## config.mk

```make
export PLATFORM = sky130hd
export DESIGN_NAME = cwg_div
export DESIGN_NICKNAME = d
export VERILOG_FILES = /design/src/cwg_pkg.sv /design/src/cwg_div.sv
export SDC_FILE = /design/constraint.sdc
export NUM_CORES = 2
export LEC_CHECK = 0
export BUFFER_PORTS_ARGS = -buffer_cell sky130_fd_sc_hd__buf_2
export CORE_MARGIN = 1
export CORE_UTILIZATION = 55
export CTS_CLUSTER_SIZE = 10
export DETAILED_ROUTE_END_ITERATION = 12
export PLACE_DENSITY_LB_ADDON = 0.05
export RECOVER_POWER = 25
export SKIP_CTS_REPAIR_TIMING = 1
export SYNTH_ARGS = -nofsm -noshare
export SYNTH_HDL_FRONTEND = slang
export SYNTH_SLANG_ARGS = --single-unit
```

## constraint.sdc

```tcl
create_clock -name clk_i -period 3.2 [get_ports clk_i]
set_clock_uncertainty 0.05 [all_clocks]
set_input_delay 0.16 -clock clk_i [delete_from_list [all_inputs] [get_ports clk_i]]
set_output_delay 0.16 -clock clk_i [all_outputs]
set_load 0.01 [all_outputs]
```

## src/cwg_pkg.sv

```systemverilog
`default_nettype none

package cwg_pkg;

  localparam int unsigned MaxLengthDef    = 32768;
  localparam int unsigned PhaseBitsDef    = 24;
  localparam int unsigned CoefFracBitsDef = 16;

  localparam int unsigned IdxW     = 15;
  localparam int unsigned LenW     = 16;
  localparam int unsigned TypeW    = 2;
  localparam int unsigned CfgAddrW = 1;
  localparam int unsigned CfgDataW = 16;

  localparam logic [LenW-1:0]  LenRst  = 16'd1024;
  localparam logic [TypeW-1:0] TypeRst = 2'd0;

  typedef enum logic [CfgAddrW-1:0] {
    CfgWinType = 1'b0,
    CfgWinLen  = 1'b1
  } cfg_reg_e;

  // fold, square, five Horner steps, final step
  localparam int unsigned CosLat = 8;

  typedef logic [30:0] q30_t;
  typedef logic [29:0] wgt_t;

  // (pi/2)^(2k)/(2k)! in Q30
  localparam q30_t CosD [7] = '{
    31'd1073741824, 31'd1324675879, 31'd272375561, 31'd22401992,
    31'd987048, 31'd27060, 31'd506
  };

  // a0..a3 in Q30: Hann, Hamming, exact Blackman, Blackman-Harris
  localparam wgt_t WinW [4][4] = '{
    '{30'd536870912, 30'd536870912, 30'd0,         30'd0},
    '{30'd579820585, 30'd493921239, 30'd0,         30'd0},
    '{30'd458048291, 30'd533177905, 30'd82515628,  30'd0},
    '{30'd385204879, 30'd524297395, 30'd151698245, 30'd12541305}
  };

endpackage

`default_nettype wire

```

## src/cwg_div.sv

```systemverilog
`default_nettype none

module cwg_div #(
  parameter int unsigned PhaseBits = cwg_pkg::PhaseBitsDef,
  parameter int unsigned DivW      = 15
) (
  input  logic                       clk_i,
  input  logic                       rst_ni,
  input  logic                       en_i,
  input  logic                       vld_i,
  input  logic [cwg_pkg::IdxW-1:0]   idx_i,
  input  logic [DivW-1:0]            div_i,
  input  logic [cwg_pkg::TypeW-1:0]  type_i,
  output logic                       vld_o,
  output logic [PhaseBits-1:0]       phase_o,
  output logic [cwg_pkg::TypeW-1:0]  type_o
);
  import cwg_pkg::*;

  localparam int unsigned NumW = IdxW + 1 + PhaseBits;

  logic [DivW-1:0]      rem_q [NumW];
  logic [DivW-1:0]      div_q [NumW];
  logic [NumW-1:0]      num_q [NumW];
  logic [PhaseBits-1:0] quo_q [NumW];
  logic [TypeW-1:0]     typ_q [NumW];
  logic [NumW-1:0]      vld_q;
  logic [NumW-1:0]      num0;

  assign num0 = (NumW'(idx_i) << PhaseBits) + NumW'(div_i >> 1);

  for (genvar s = 0; s < NumW; s++) begin : g_step
    localparam int unsigned Bit = NumW - 1 - s;
    logic [DivW-1:0]      rem_in, div_in, rem_nx;
    logic [NumW-1:0]      num_in;
    logic [PhaseBits-1:0] quo_in, quo_nx;
    logic [TypeW-1:0]     typ_in;
    logic                 vld_in, ge;
    logic [DivW:0]        rem_sh, diff;

    if (s == 0) begin : g_first
      assign rem_in = '0;
      assign div_in = div_i;
      assign num_in = num0;
      assign quo_in = '0;
      assign typ_in = type_i;
      assign vld_in = vld_i;
    end else begin : g_next
      assign rem_in = rem_q[s-1];
      assign div_in = div_q[s-1];
      assign num_in = num_q[s-1];
      assign quo_in = quo_q[s-1];
      assign typ_in = typ_q[s-1];
      assign vld_in = vld_q[s-1];
    end

    assign rem_sh = {rem_in, num_in[Bit]};
    assign ge     = rem_sh >= {1'b0, div_in};
    assign diff   = rem_sh - {1'b0, div_in};
    assign rem_nx = ge ? diff[DivW-1:0] : rem_sh[DivW-1:0];

    if (Bit < PhaseBits) begin : g_quo
      always_comb begin
        quo_nx      = quo_in;
        quo_nx[Bit] = ge;
      end
    end else begin : g_skip
      assign quo_nx = quo_in;
    end

    always_ff @(posedge clk_i) begin
      if (en_i) begin
        rem_q[s] <= rem_nx;
        div_q[s] <= div_in;
        num_q[s] <= num_in;
        quo_q[s] <= quo_nx;
        typ_q[s] <= typ_in;
      end
    end

    always_ff @(posedge clk_i or negedge rst_ni) begin
      if (!rst_ni) begin
        vld_q[s] <= 1'b0;
      end else if (en_i) begin
        vld_q[s] <= vld_in;
      end
    end
  end

  assign vld_o   = vld_q[NumW-1];
  assign phase_o = quo_q[NumW-1];
  assign type_o  = typ_q[NumW-1];

endmodule

`default_nettype wire

```

==> results.sh <==
export IMPL_critPathMaxStageDelay_ns=0.41
export IMPL_total_power_mw=94.6
export IMPL_grt_pass1_wl_um=257000
export IMPL_cts_tree="built"
export IMPL_max_freq_mhz=318
export IMPL_drive_gt1_share_pct=14.1
export IMPL_wl_um=160000
export IMPL_clk_pin_slew_worst_paths_ns=0.05
export IMPL_design_die_area_um2=157000
export IMPL_clockRootBuffer="clkbuf_16"
export IMPL_drv_slew=41
export IMPL_clk_latency_ns=0.83
export IMPL_cp_cell_sequence="inv_2, ha_4, fa_2, nor2b_4, o2111ai_2, nand2_2, o31a_1, a311oi_2, a31oi_2, nor3_4, clkbuf_16, mux2_4"
export IMPL_core_um2=154000
export IMPL_yosysUniqueCellTypes=85
export IMPL_vias=50600
export IMPL_netlist_instances=6553
export IMPL_reg2reg_depth=12
export IMPL_cts_max_path_buffers=3
export IMPL_tightest_slew_ns=2.07
export IMPL_synth_main_ff_cell="edfxtp_1"
export IMPL_grt_ovfl_total=0
export IMPL_viasPerCell=5.54
export IMPL_htree_levels=4
export IMPL_num_rows=144
export IMPL_synth_edf_count=1670
export IMPL_hold_path_class="in2reg"
export IMPL_pre_cts_ws_ns=-0.155
export IMPL_finalInstanceArea_um2=96700
export IMPL_die_h_um=396
export IMPL_drt_pass1_iter_count=8
export IMPL_final_hold_viol_count=0
export IMPL_p_leak_nw=38.6
export IMPL_ios=63
export IMPL_setup_viol=0
export IMPL_violations="capacitance limit, slew limit"
export IMPL_cts_sinks=1710
export IMPL_power_per_cell_area_nw_per_um2=978
export IMPL_start_kind="register"
export IMPL_max_cap_viol_count=1
export IMPL_finalNetCount=7679
export IMPL_wire_per_inst_um=17.6
export IMPL_synthesis_area_um2=85400
export IMPL_drc=0
export IMPL_place_area_um2=89900
export IMPL_r2r_start="div_q[16][7]$_DFFE_PP_"
export IMPL_slew_headroom_pct=-38.0
export IMPL_dp_hpwl_um=114000
export IMPL_critPathLaunch="div_q[16][7]$_DFFE_PP_"
export IMPL_final_antenna_net_count=0
export IMPL_start_util_pct=55.4
export IMPL_track_usage_pct=20.1
export IMPL_synthArstFlopShare_pct=2.34
export IMPL_timing_final_crit_share_pct=98.2
export IMPL_die_x_um=396
export IMPL_fin_ws_ns=0.0582
export IMPL_crit_path_end_kind="register"
export IMPL_grt_max_degree=98
export IMPL_yosys_warnings=0
export IMPL_place_congestion=0.878
export IMPL_syn_nets=7213
export IMPL_ys_seq_elements=1710
export IMPL_max_vdd_ir_drop_v=0.000605
export IMPL_cp_endpoint="rem_q[4][27]$_DFFE_PP_"
export IMPL_antenna_found_initial=1
export IMPL_cp_data_required_time_ns=3.70
export IMPL_ys_seq_area_share_pct=59.9
export IMPL_grt_pass1_vias=49800
export IMPL_arrival_ns=3.64
export IMPL_cts_buffers=195
export IMPL_syn_avg_cell_area_um2=13.0
export IMPL_worstSetupPathType="reg2reg"
export IMPL_outcome="finished with violations"
export IMPL_area_growth_pct=13.3
export IMPL_period_minus_slack_ns=3.14
export IMPL_io_buffers=62
export IMPL_r2r_slack_ns=0.06
export IMPL_rsz0062_at_grt="true"
export IMPL_cp_slowest_cell="edfxtp_1"
export IMPL_critPathMaxFanout=7
export IMPL_antenna_cells=0
export IMPL_drt_iter0_drc=2779
export IMPL_reg2reg_to="rem_q[4][27]$_DFFE_PP_"
==> stage by stage <==
stage / hold WS (ns) / TNS, ns / util, % / cells
after floorplan: -0.186 / 0 / - / 6553
after global placement: 0.260 / -0.665 / 58.4 / 8776
after detailed placement: 0.276 / -2.06 / 58.4 / 8776
after CTS: -0.610 / -2.81 / 62.0 / 9041
after global routing: 0.0402 / -0.941 / 62.8 / 9131
final: 0.0522 / 0 / 62.8 / 9131
==> cell families after synthesis <==
kind of cell | Yosys count | share of synthesized area (%)
flops | 1710 | 59.9
compound gates | 1495 | 11.2
simple gates | 1141 | 6.37
buf+inv | 769 | 3.44
fa+ha+maj | 624 | 9.48
mux | 423 | 5.56
xor+xnor | 391 | 4.01
==> cell usage after synthesis (36+ instances only) <==
cell | instances | area [um2]
o21a_1 | 121 | 908
nor2b_1 | 91 | 569
a21oi_1 | 431 | 2160
inv_1 | 686 | 2570
ha_1 | 586 | 7330
xnor2_1 | 238 | 2080
edfxtp_1 | 1670 | 50100
mux2_2 | 378 | 4260
dfrtp_1 | 40 | 1000
a21o_1 | 168 | 1260
o21bai_1 | 46 | 345
nand4_1 | 61 | 382
nand2b_1 | 76 | 475
a31oi_1 | 71 | 444
nor2_1 | 390 | 1460
nand2_1 | 270 | 1010
o31ai_1 | 36 | 270
nand3_1 | 59 | 295
mux2i_1 | 37 | 370
o21ai_0 | 339 | 1700
xor2_1 | 153 | 1340
clkbuf_1 | 58 | 218
a211oi_1 | 56 | 420
fa_1 | 38 | 761
nor3_1 | 50 | 250
==> final cells by class <==
class                      count  area [um2]
clock buffer                 230        5010
clock inverter                35         510
fill                       11700       57300
inverter                     686        2570
multi-input combinational   4074       31700
sequential                  1710       51100
tap                         2044        2560
timing repair buffer         352        3250
==> layout by cell type, fill, tap and decap left out, drive strengths merged, types with 33 or more instances in the layout <==
master,Yosys,final
a21oi,431,431
clkbuf,58,240
dfrtp,40,40
o21bai,46,46
a31oi,73,73
nand3,59,59
o21ai,348,348
nand2,270,270
fa,38,38
dlygate4sd3,0,63
a21o,168,168
o21a,121,121
buf,25,279
ha,586,586
nand2b,76,76
o31ai,37,37
nor4,33,33
nand4,61,61
inv,686,688
xor2,153,153
nor3,51,51
edfxtp,1670,1670
mux2,386,386
a211oi,56,56
nor2,390,390
mux2i,37,37
nor2b,91,91
xnor2,238,238
==> critical path, delay by kind of cell, from the launching register on <==
kind,cells,cell delay [ns]
AOI/OAI and AO/OA,4,0.99
and+or+nand+nor,3,0.45
DFF,1,0.41
adders and majority gates,2,0.35
buffers and inverters,2,0.34
muxes,1,0.30
==> worst min path at each step <==
stage / slack (ns) / from / to / depth (start not counted)
2_1_floorplan: -0.19 / rst_ni / g_step[10].vld_in$_DFFE_PN0P_ / 0
3_3_place_gp: 0.26 / rst_ni / g_step[1].vld_in$_DFFE_PN0P_ / 1
3_5_place_dp: 0.28 / rst_ni / g_step[2].vld_in$_DFFE_PN0P_ / 1
4_1_cts: -0.61 / rst_ni / g_step[2].vld_in$_DFFE_PN0P_ / 1
5_1_grt: 0.04 / div_i[14] / div_q[0][14]$_DFFE_PP_ / 2
6_report: 0.05 / div_i[14] / div_q[0][14]$_DFFE_PP_ / 2
==> power breakdown <==
part           switching (mW)  internal (mW)  leakage, nW
clock network            8.52           11.1         2.66
registers                3.05           32.4         16.8
logic                    20.0           19.6         19.2
total                    31.6           63.0         38.6
==> routing by layer <==
| layer | vias to the layer above | part of all wire, % | track usage, % |
|---|---|---|---|
| li1 | 25200 | - | - |
| met1 | 24300 | 46 | 27.3 |
| met2 | 821 | 48 | 33.7 |
| met3 | 288 | 3.3 | 2.95 |
| met4 | 2 | 2.7 | 6.07 |
| met5 | - | 0.0081 | 0 |
==> state kept, by name, summed over array words and instances (netlist names) <==
name / flops
div_q: 566
vld_o: 1
quo_q: 300
g_step.vld_in: 39
rem_q: 585
typ_q: 80
num_q: 139
No activity file was read; power rests on OpenSTA's default activity.
